==> src/rtl/mpq_pkg.sv <==
// ----------------------------------------------------------------------------
// mpq_pkg
// Shared types, field widths, action codes and the entry ordering function
// of the three-key min-priority queue.
// ----------------------------------------------------------------------------
package mpq_pkg;

  // default sizing
  localparam int CAPACITY_DEF   = 4096;
  localparam int COORD_BITS_DEF = 8;

  // fixed field widths
  localparam int COUNT_W     = 9;
  localparam int KEY_W       = 32;
  localparam int FILL_W      = 13;
  localparam int COORD_OUT_W = 8;
  localparam int CMP_COORD_W = 16;

  // action codes
  localparam logic ACT_PUSH = 1'b0;
  localparam logic ACT_POP  = 1'b1;

  // pushes below this count are dropped
  localparam logic [COUNT_W-1:0] MIN_KEEP_COUNT = 9'd2;

  typedef struct packed {
    logic                   action;
    logic [COORD_OUT_W-1:0] pos_x;
    logic [COORD_OUT_W-1:0] pos_y;
    logic [COUNT_W-1:0]     option_count;
    logic [KEY_W-1:0]       random_key;
  } in_item_t;

  typedef struct packed {
    logic                   valid_res;
    logic [COORD_OUT_W-1:0] out_x;
    logic [COORD_OUT_W-1:0] out_y;
    logic [COUNT_W-1:0]     out_count;
    logic [KEY_W-1:0]       out_key;
    logic [FILL_W-1:0]      fill_level;
    logic                   is_empty;
    logic                   overflow;
  } out_item_t;

  // true when entry a orders strictly ahead of entry b
  function automatic logic entry_before(
    input logic [COUNT_W-1:0]     cnt_a,
    input logic [KEY_W-1:0]       key_a,
    input logic [CMP_COORD_W-1:0] x_a,
    input logic [CMP_COORD_W-1:0] y_a,
    input logic [COUNT_W-1:0]     cnt_b,
    input logic [KEY_W-1:0]       key_b,
    input logic [CMP_COORD_W-1:0] x_b,
    input logic [CMP_COORD_W-1:0] y_b
  );
    logic res;
    if (cnt_a != cnt_b) begin
      res = (cnt_a < cnt_b);
    end else if (key_a != key_b) begin
      res = (key_a < key_b);
    end else if (x_a != x_b) begin
      res = (x_a < x_b);
    end else begin
      res = (y_a < y_b);
    end
    return res;
  endfunction

endpackage

==> src/rtl/mpq_ctrl.sv <==
// ----------------------------------------------------------------------------
// mpq_ctrl
// Heap sequencer: takes one item, walks sift up or sift down over the heap
// memory as the item needs, with a held entry and a moving hole, then offers one result.
// ----------------------------------------------------------------------------
module mpq_ctrl
  import mpq_pkg::*;
#(
  parameter int CAPACITY   = CAPACITY_DEF,
  parameter int COORD_BITS = COORD_BITS_DEF,
  parameter int ENT_W      = 2 * COORD_BITS + COUNT_W + KEY_W,
  parameter int IDX_W      = $clog2(CAPACITY)
) (
  input  logic             clk_i,
  input  logic             rst_ni,
  // item side
  input  logic             in_valid_i,
  output logic             in_stall_o,
  input  in_item_t         in_item_i,
  // result side
  output logic             res_valid_o,
  input  logic             res_take_i,
  output out_item_t        res_item_o,
  // heap memory
  output logic             ram_we_o,
  output logic [IDX_W-1:0] ram_waddr_o,
  output logic [ENT_W-1:0] ram_wdata_o,
  output logic [IDX_W-1:0] ram_raddr_a_o,
  output logic [IDX_W-1:0] ram_raddr_b_o,
  input  logic [ENT_W-1:0] ram_rdata_a_i,
  input  logic [ENT_W-1:0] ram_rdata_b_i
);

  localparam int CNT_W = $clog2(CAPACITY + 1);
  localparam int IW    = IDX_W + 2;
  localparam int KEY_LO = 0;
  localparam int CNT_LO = KEY_W;
  localparam int Y_LO   = KEY_W + COUNT_W;
  localparam int X_LO   = Y_LO + COORD_BITS;

  localparam logic [2:0] ST_IDLE   = 3'd0;
  localparam logic [2:0] ST_UP_RD  = 3'd1;
  localparam logic [2:0] ST_UP_CMP = 3'd2;
  localparam logic [2:0] ST_POP_LD = 3'd3;
  localparam logic [2:0] ST_DN_RD  = 3'd4;
  localparam logic [2:0] ST_DN_CMP = 3'd5;
  localparam logic [2:0] ST_DONE   = 3'd6;

  function automatic logic ent_before(input logic [ENT_W-1:0] a, input logic [ENT_W-1:0] b);
    return entry_before(a[CNT_LO+:COUNT_W], a[KEY_LO+:KEY_W],
                        CMP_COORD_W'(a[X_LO+:COORD_BITS]), CMP_COORD_W'(a[Y_LO+:COORD_BITS]),
                        b[CNT_LO+:COUNT_W], b[KEY_LO+:KEY_W],
                        CMP_COORD_W'(b[X_LO+:COORD_BITS]), CMP_COORD_W'(b[Y_LO+:COORD_BITS]));
  endfunction

  logic [2:0]       state_q, state_d;
  logic [CNT_W-1:0] cnt_q, cnt_d;
  logic             pop_ok_q, pop_ok_d;
  logic             ovf_q, ovf_d;
  logic [IDX_W-1:0] hole_q, hole_d;
  logic [ENT_W-1:0] held_q, held_d;
  logic [ENT_W-1:0] top_q, top_d;

  logic             in_acc;
  logic [ENT_W-1:0] push_ent;
  logic             is_full;
  logic [IDX_W-1:0] last_idx;
  logic [IDX_W-1:0] parent_idx;
  logic [IW-1:0]    lchild_w, rchild_w, cnt_w;
  logic             l_ok, r_ok;
  logic             l_lt_h, r_lt_h, r_lt_l, pick_l, pick_r;

  // index arithmetic around the hole
  assign last_idx   = IDX_W'(cnt_q - CNT_W'(1));
  assign parent_idx = IDX_W'((hole_q - IDX_W'(1)) >> 1);
  assign lchild_w   = IW'({hole_q, 1'b1});
  assign rchild_w   = lchild_w + IW'(1);
  assign cnt_w      = IW'(cnt_q);
  assign l_ok       = (lchild_w < cnt_w);
  assign r_ok       = (rchild_w < cnt_w);

  // child selection, three compares in parallel
  assign l_lt_h = ent_before(ram_rdata_a_i, held_q);
  assign r_lt_h = ent_before(ram_rdata_b_i, held_q);
  assign r_lt_l = ent_before(ram_rdata_b_i, ram_rdata_a_i);
  assign pick_r = r_ok && (l_lt_h ? r_lt_l : r_lt_h);
  assign pick_l = !pick_r && l_lt_h;

  assign in_acc     = in_valid_i && (state_q == ST_IDLE);
  assign in_stall_o = (state_q != ST_IDLE);
  assign is_full    = (cnt_q == CNT_W'(CAPACITY));
  assign push_ent   = {COORD_BITS'(in_item_i.pos_x), COORD_BITS'(in_item_i.pos_y),
                       in_item_i.option_count, in_item_i.random_key};

  // sequencer
  always_comb begin
    state_d       = state_q;
    cnt_d         = cnt_q;
    pop_ok_d      = pop_ok_q;
    ovf_d         = ovf_q;
    hole_d        = hole_q;
    held_d        = held_q;
    top_d         = top_q;
    ram_we_o      = 1'b0;
    ram_waddr_o   = hole_q;
    ram_wdata_o   = held_q;
    ram_raddr_a_o = '0;
    ram_raddr_b_o = last_idx;
    case (state_q)
      ST_IDLE: begin
        if (in_acc) begin
          pop_ok_d = 1'b0;
          ovf_d    = 1'b0;
          state_d  = ST_DONE;
          if (in_item_i.action == ACT_PUSH) begin
            if (in_item_i.option_count >= MIN_KEEP_COUNT) begin
              if (is_full) begin
                ovf_d = 1'b1;
              end else begin
                held_d  = push_ent;
                hole_d  = IDX_W'(cnt_q);
                cnt_d   = cnt_q + CNT_W'(1);
                state_d = ST_UP_RD;
              end
            end
          end else if (cnt_q != '0) begin
            // root and last entry are being read now
            pop_ok_d = 1'b1;
            cnt_d    = cnt_q - CNT_W'(1);
            state_d  = ST_POP_LD;
          end
        end
      end
      ST_UP_RD: begin
        if (hole_q == '0) begin
          ram_we_o = 1'b1;
          state_d  = ST_DONE;
        end else begin
          ram_raddr_a_o = parent_idx;
          state_d       = ST_UP_CMP;
        end
      end
      ST_UP_CMP: begin
        ram_we_o = 1'b1;
        if (ent_before(held_q, ram_rdata_a_i)) begin
          ram_wdata_o = ram_rdata_a_i;
          hole_d      = parent_idx;
          state_d     = ST_UP_RD;
        end else begin
          state_d = ST_DONE;
        end
      end
      ST_POP_LD: begin
        top_d  = ram_rdata_a_i;
        held_d = ram_rdata_b_i;
        hole_d = '0;
        state_d = (cnt_q == '0) ? ST_DONE : ST_DN_RD;
      end
      ST_DN_RD: begin
        if (!l_ok) begin
          ram_we_o = 1'b1;
          state_d  = ST_DONE;
        end else begin
          ram_raddr_a_o = lchild_w[IDX_W-1:0];
          ram_raddr_b_o = rchild_w[IDX_W-1:0];
          state_d       = ST_DN_CMP;
        end
      end
      ST_DN_CMP: begin
        ram_we_o = 1'b1;
        if (pick_r) begin
          ram_wdata_o = ram_rdata_b_i;
          hole_d      = rchild_w[IDX_W-1:0];
          state_d     = ST_DN_RD;
        end else if (pick_l) begin
          ram_wdata_o = ram_rdata_a_i;
          hole_d      = lchild_w[IDX_W-1:0];
          state_d     = ST_DN_RD;
        end else begin
          state_d = ST_DONE;
        end
      end
      ST_DONE: begin
        if (res_take_i) begin
          state_d = ST_IDLE;
        end
      end
      default: begin
        state_d = ST_IDLE;
      end
    endcase
  end

  // result item
  always_comb begin
    res_valid_o           = (state_q == ST_DONE);
    res_item_o.valid_res  = pop_ok_q;
    res_item_o.out_x      = pop_ok_q ? COORD_OUT_W'(top_q[X_LO+:COORD_BITS]) : '0;
    res_item_o.out_y      = pop_ok_q ? COORD_OUT_W'(top_q[Y_LO+:COORD_BITS]) : '0;
    res_item_o.out_count  = pop_ok_q ? top_q[CNT_LO+:COUNT_W] : '0;
    res_item_o.out_key    = pop_ok_q ? top_q[KEY_LO+:KEY_W] : '0;
    res_item_o.fill_level = FILL_W'(cnt_q);
    res_item_o.is_empty   = (cnt_q == '0);
    res_item_o.overflow   = ovf_q;
  end

  // control state
  always_ff @(posedge clk_i or negedge rst_ni) begin
    if (!rst_ni) begin
      state_q  <= ST_IDLE;
      cnt_q    <= '0;
      pop_ok_q <= 1'b0;
      ovf_q    <= 1'b0;
    end else begin
      state_q  <= state_d;
      cnt_q    <= cnt_d;
      pop_ok_q <= pop_ok_d;
      ovf_q    <= ovf_d;
    end
  end

  // hole index and entries
  always_ff @(posedge clk_i) begin
    hole_q <= hole_d;
    held_q <= held_d;
    top_q  <= top_d;
  end

endmodule

==> config.mk <==
export PLATFORM = sky130hd
export DESIGN_NAME = mpq_ctrl
export DESIGN_NICKNAME = d
export VERILOG_FILES = /design/src/rtl/mpq_pkg.sv /design/src/rtl/mpq_ctrl.sv
export SDC_FILE = /design/constraint.sdc
export NUM_CORES = 1
export LEC_CHECK = 0
export BUFFER_PORTS_ARGS = -buffer_cell sky130_fd_sc_hd__buf_2
export CAP_MARGIN = 20
export CELL_PAD_IN_SITES_DETAIL_PLACEMENT = 1
export CELL_PAD_IN_SITES_GLOBAL_PLACEMENT = 1
export CORE_MARGIN = 8
export CORE_UTILIZATION = 41
export CTS_CLUSTER_DIAMETER = 200
export DETAILED_ROUTE_END_ITERATION = 6
export PLACE_DENSITY_LB_ADDON = 0.1
export SYNTH_ARGS = -nofsm -noshare
export SYNTH_HDL_FRONTEND = slang
export SYNTH_SLANG_ARGS = --single-unit
==> constraint.sdc <==
create_clock -name clk_i -period 7.01 [get_ports clk_i]
set_input_delay 1.402 -clock clk_i [delete_from_list [all_inputs] [get_ports clk_i]]
set_output_delay 1.402 -clock clk_i [all_outputs]
set_load 0.05 [all_outputs]
Word level (Yosys, flattened, before mapping)
Cells that the tools add are included.
- output and inout bits: 169
- flip-flop bits (word level): 144
- equal/unequal tests: 28
- reduce and logical (&&, ||, !) cells: 18
- multiplexer cells: 65
- $add $sub $neg: 4
- $lt $le $gt $ge: 19
- operators by type and width (operator ; number):
    57-bit two-way mux ; 7
    57-bit case mux with 2 select lines ; 2
    32-bit less-than comparator ; 4
    32-bit != test ; 4
    12-bit two-way mux ; 10
    8-bit less-than comparator ; 8
    13-bit two-way mux ; 4
    12-bit case mux with 4 select lines ; 1
    9-bit less-than comparator ; 4
    9-bit != test ; 4
    32-bit two-way mux ; 1
    8-bit != test ; 4
    3-bit two-way mux ; 8
    12-bit case mux with 2 select lines ; 1
    1-bit two-way mux ; 21
    3-bit case mux with 7 select lines ; 1
    8-bit two-way mux ; 2
    13-bit by 1-bit adder with 14-bit output, second input constant ; 1
    14-bit by 13-bit less-than comparator with 1-bit output ; 1
    13-bit by 1-bit adder with 13-bit output, second input constant ; 1
    13-bit == test, second input constant ; 1
    13-bit logical NOT ; 1
    13-bit less-than comparator ; 1
    13-bit nonzero test ; 1
    other kinds (24) ; 41

Depth between registers and ports, before layout
- depth after elaboration: 11
- gate-level depth with buffers: 18
- gate-level depth less buffers: 15

Worst setup path before layout
Ideal clock, no wire load.
- path kind: register to output
- from: reg hole_q[2] (netlist: ram_waddr_o[2])
- to: out ram_wdata_o[0]
- data required time: 5608 ps
- slack: 1053 ps
- stages on the path, launching flop included: 19
- arrival time: 4555 ps
- cell sequence: edfxtp_1 > clkbuf_1 > nand3_1 > nor2_1 > and3_1 > and3_1 > nand3_1 > xnor2_1 > ha_1 > and3_1 > o211ai_1 > a21oi_1 > a211oi_1 > a21boi_1 > o32ai_1 > a21o_1 > buf_4 > buf_4 > a221o_1
- cells in the longest elaborated chain, start to end: 8
- ends and longest elaborated chain (what ; line ; RTL):
    start, declared ; mpq_ctrl.sv:60 ; logic [IDX_W-1:0] hole_q, hole_d;
    start signal, assigned ; mpq_ctrl.sv:224 ; hole_q <= hole_d;
    13-bit by 1-bit adder with 14-bit output * ; mpq_ctrl.sv:77 ; assign rchild_w = lchild_w + IW'(1);
    14-bit by 13-bit less-than comparator with 1-bit output * ; mpq_ctrl.sv:80 ; assign r_ok = (rchild_w < cnt_w);
    1-bit logical AND * ; mpq_ctrl.sv:86 ; assign pick_r = r_ok && (l_lt_h ? r_lt_l : r_lt_h);
    1-bit logical NOT ; mpq_ctrl.sv:87 ; assign pick_l = !pick_r && l_lt_h;
    1-bit logical AND ; mpq_ctrl.sv:87 ;
    57-bit two-way mux ; mpq_ctrl.sv:175 ; end else if (pick_l) begin
    57-bit two-way mux * ; mpq_ctrl.sv:171 ; if (pick_r) begin
    57-bit case mux with 2 select lines * ; mpq_ctrl.sv:109 ; case (state_q)
    end, declared ; mpq_ctrl.sv:27 ; output logic [ENT_W-1:0] ram_wdata_o,
Every way passes the cells marked *; elsewhere a longest branch is shown, timed or not.

Worst setup path in the final report
- from: in ram_rdata_a_i[31]
- to: out ram_wdata_o[28]
- cells in the longest elaborated chain, start to end: 10
- elaborated cells between the ends (all ways): 21
- those cells by class: 3 x order compare; 3 x eq/ne; 12 x mux; 3 x reduce/logical
- ends and longest elaborated chain (what ; line ; RTL):
    start, declared ; mpq_ctrl.sv:30 ; input logic [ENT_W-1:0] ram_rdata_a_i,
    32-bit less-than comparator / 32-bit != test (equally long branches) ; mpq_pkg.sv:60, mpq_pkg.sv:59 ;
    1-bit two-way mux ; mpq_pkg.sv:59 ; end else if (key_a != key_b) begin
    1-bit two-way mux ; mpq_pkg.sv:57 ; if (cnt_a != cnt_b) begin
    1-bit two-way mux ; mpq_ctrl.sv:86 ;
    1-bit logical AND ; mpq_ctrl.sv:86 ;
    1-bit logical NOT ; mpq_ctrl.sv:87 ;
    1-bit logical AND ; mpq_ctrl.sv:87 ;
    57-bit two-way mux ; mpq_ctrl.sv:175 ;
    57-bit two-way mux ; mpq_ctrl.sv:171 ;
    57-bit case mux with 2 select lines * ; mpq_ctrl.sv:109 ;
Every way passes the cells marked *; elsewhere a longest branch is shown, timed or not. The select of a mux whose other input is x is not followed.

==> metrics.md <==
| Metric | Value |
|---|---|
| Outcome | `completed` |
| Mapped Nets | `approximately 1700` |
| Number of setup violations in the final report | `0` |
| Share of flip-flops with an asynchronous set or reset after synthesis | `12.50%` |
| Number of resized instances in the post-cts repair step | `0` |
| Nature of the critical path startpoint | `input port` |
| Average via count per standard cell | `~5.6` |
| Clock-pin slew on the worst setup and hold paths | `0.07 ns` |
| Final Routed Wirelength | `about 47000 um` |
| Number of enable-type register cells in the synthesized netlist | `~130` |
| Area Overhead vs Synth | `20.35%` |
| Final count of pins violating max slew | `0` |
| M1 wire length | `approximately 21000 um` |
| Worst-path fanout max | `31` |
| Critical path data arrival time | `approximately 5.4 ns` |
| Post-synthesis instance area | `roughly 13000 um2` |
| Category of cells accounting for the largest share of critical-path delay | `simple AND/OR/NAND/NOR gates` |
| Area fraction in and, or, nand and nor cells after synthesis | `approximately 18%` |
| Die Area | `approximately 38000 um2` |
| Clock buffers created by TritonCTS | `17` |
| Reported max-cap violation count | `0` |
| Detailed Routing Iterations Pass 1 | `4` |
| Slowest CP cell | `sky130_fd_sc_hd__or4_1` |
| Post-route fraction of the period consumed by the critical path | `96.49%` |
| Proportion of netlist area held by the largest area contributor | `between 20 and 30%` |
| Starting density of the core | `between 40% and 50%` |
| Final cell utilization of the core | `between 40% and 50%` |
| Sequential area share after synthesis | `between 30% and 40%` |
| Sequential cell area in the final layout | `4235 um2` |
| Crit path kind | `in2out` |
| Required time of the worst setup path | `5.61 ns` |
| Skew final | `about 0.0097 ns` |
| DIE WIDTH | `193.8 um` |
| Headroom to the max-slew limit | `29.37%` |
| Final worst slack | `around 0.25 ns` |
| Overflow after GRT | `0` |
| Minimum period implied by the final worst setup slack | `6.764 ns` |
| Buffer count from post-CTS setup fixing | `0` |
| Synthesized-area fraction occupied by ao, oa, aoi and oai cells | `roughly 16%` |
| Most frequent cells in the layout | `sky130_fd_sc_hd__buf_2 (344), sky130_fd_sc_hd__ha_1 (197), sky130_fd_sc_hd__inv_1 (140), sky130_fd_sc_hd__edfxtp_1 (126), sky130_fd_sc_hd__and2_1 (118)` |
| Adder-cell area share of the yosys netlist | `between 10% and 20%` |
| Synthesis-stage register bit count | `approximately 140` |
| Antenna violations before repair | `5` |
| Buffers added on ports | `around 340` |
| Ordered list of cells on the worst path | `buf_2 > inv_1 > ha_1 > nand4_1 > or4_1 > nor3_1 > a2111oi_0 > a211oi_1 > and3b_1 > a21oi_4 > nor2_4 > buf_4 > a221o_1 > buf_2` |
| Leakage power of the design | `between 7 and 8 nW` |
| Fill count | `between 3000 and 4000` |
| Final weighted congestion of routability-driven global placement | `between 0.8 and 0.9` |
| Placed cell count | `just over 2000` |
| WL met3 | `approximately 2400 um` |
| Clk buf depth | `2` |
| # hold bufs at CTS | `0` |
| Number of distinct library cells after synthesis | `around 70` |
| Num Clock Sinks | `between 100 and 150` |
| Worst-Margin Slew | `1.059 ns` |
| Cell taking the most area after synthesis | `sky130_fd_sc_hd__edfxtp_1` |
| Die Span Y | `193.8 um` |
| Unrepaired setup endpoints after global routing | `false` |
| Final routed DRC violation total | `0` |
| TritonCTS clock tree | `built` |
| Met2 WL post-DR | `between 20000 and 25000 um` |
| Combined area of the multi-input logic cells | `approximately 7900 um2` |
| First-iteration detailed-routing DRC count | `between 500 and 600` |
| Predominant post-synthesis flop cell | `sky130_fd_sc_hd__edfxtp_1` |
| Delay of the slowest critical-path stage | `about 0.67 ns` |
| Hold WC Path Type | `reg2reg` |
| Overall global routing resource usage | `about a quarter` |
| Leading cell types by total area after synthesis | `sky130_fd_sc_hd__edfxtp_1 (29%), sky130_fd_sc_hd__ha_1 (19%), sky130_fd_sc_hd__and2_1 (5.7%), sky130_fd_sc_hd__mux2_2 (5.0%), sky130_fd_sc_hd__a221o_1 (4.9%)` |
| Most common cell after layout, fill and taps aside | `sky130_fd_sc_hd__buf_2` |
| Layout cells sized above 1 | `a little over a quarter` |
| Number of nets with antenna violations after routing | `0` |
| Total number of vias | `between 10000 and 15000` |
| Synthesized instance count | `1368` |
| Core Area | `between 30000 and 40000 um2` |
| WL per Instance | `22.40 um` |
| Cell mode on critical path | `sky130_fd_sc_hd__buf_2` |
| Via count of the first global-routing pass | `13053` |
| Total Power Consumption | `7.194 mW` |
| Global-route wire length before repair | `74750 um` |
| Number of failing hold endpoints at the final stage | `0` |
| Setup Total Neg Slack | `0 ns` |
| Share of the synthesized netlist area taken by xor and xnor gates | `a little under 3%` |
| Power density relative to cell area | `about 460 nW/um2` |
| Max IR drop VDD | `approximately 0.00045 V` |
| Number of placement rows | `between 60 and 70` |
| Clock latency on the worst-skew pair | `0.45 ns` |
| YS warnings | `0` |
| Number of nets in the finished design | `approximately 2000` |
| Buf+Inv Stages, Crit Path | `4` |
| Crit path capture type | `primary output` |
| Boundary pin count | `around 350` |
| Half-perimeter wire length of the detailed placement result | `36830 um` |
| Place WS | `between 0.2 and 0.3 ns` |
| Max Freq | `around 150 MHz` |
| Fraction of synthesized area in multiplexers | `under 10%` |
| Cell at the root of the clock tree | `sky130_fd_sc_hd__clkbuf_16` |
| Non-filler instance count after layout | `roughly 2100` |
| Pin count of the biggest net entering global routing | `63` |
| Average cell area after synthesis | `9.472 um2` |
| Highest metal used | `met5` |
| Dominant combinational cell family by area after synthesis | `adder cells` |
| H-tree levels | `4` |
-- report_power, final --
part | leakage [nW] | internal, mW | total, mW | switching [mW]
sequential | 1.35 | 1.23 | 1.54 | 0.308
combinational | 5.81 | 1.36 | 4.77 | 3.42
clock | 0.247 | 0.477 | 0.878 | 0.401
total | 7.40 | 3.07 | 7.19 | 4.13
-- Yosys cell counts, drive strengths merged (6+ instances only) --
| cell type | number |
|---|---|
| ha | 197 |
| inv | 141 |
| edfxtp | 126 |
| and2 | 119 |
| nand2 | 92 |
| a21oi | 78 |
| nor2 | 68 |
| a221o | 63 |
| o21ai | 61 |
| mux2 | 58 |
| clkbuf | 38 |
| xnor2 | 35 |
| nand3 | 34 |
| nand4 | 23 |
| buf | 22 |
| a21o | 20 |
| dfrtp | 18 |
| nor2b | 16 |
| nor3 | 16 |
| and3 | 11 |
| and4 | 10 |
| a211oi | 9 |
| nand2b | 9 |
| a221oi | 8 |
| nor4 | 8 |
| o211ai | 8 |
| xor2 | 8 |
| o21a | 6 |
-- sequential cells by signal, indices dropped and copies added, names as in the netlist --
signal / cells
cnt_q: 13
pop_ok_q: 1
state_q: 3
top_q: 57
ovf_q: 1
ram_waddr_o: 12
held_q: 57
-- kinds of logic after synthesis --
family / Yosys count
muxes: 63
DFF: 144
adders and majority gates: 197
xor gates and xnor gates: 43
buffers and inverters: 203
and+or+nand+nor: 432
AOI/OAI and AO/OA: 286
-- layout make-up --
type,count,share of cell area [%]
multi-input combinational,1021,50.68
sequential,144,27.16
timing repair buffer,361,12.07
inverter,143,3.442
tap,402,3.226
clock buffer,17,2.728
clock inverter,13,0.6339
antenna,4,0.06419
-- per-stage QoR --
step / hold slack [ns] / area [um2]
3_3_place_gp: 0.4597 / 15000
4_1_cts: 0.4920 / 15550
3_5_place_dp: 0.4766 / 15030
6_report: 0.4853 / 15590
2_1_floorplan: 0.4510 / 12960
5_1_grt: 0.5455 / 15590
-- path summary, 6_finish.rpt --
path	from	to	slack, ns	cells past startpoint
min in group asynchronous	rst_ni	ovf_q$_DFFE_PN0P_	0.91	1
max	ram_rdata_a_i[31]	ram_wdata_o[28]	0.25	14
min reg2reg	ovf_q$_DFFE_PN0P_	ovf_q$_DFFE_PN0P_	0.49	2
max in group asynchronous	rst_ni	pop_ok_q$_DFFE_PN0P_	5.74	1
max reg2reg	ram_waddr_o[1]$_DFFE_PP_	ram_waddr_o[8]$_DFFE_PP_	2.55	16
min	ovf_q$_DFFE_PN0P_	ovf_q$_DFFE_PN0P_	0.49	2
-- routing by layer --
metal  up-vias  GRT usage (%)
met4         6          8.267
met5         -              0
met3        61          5.016
li1       5624              -
met2       331          43.53
met1      5778          30.51
-- worst min-delay path: stages (launching register included) --
cell,delay (ns)
sky130_fd_sc_hd__dfrtp_1,0.34
sky130_fd_sc_hd__nand2_1,0.05
sky130_fd_sc_hd__o21ai_0,0.06
(Power assumes the default switching activity.)
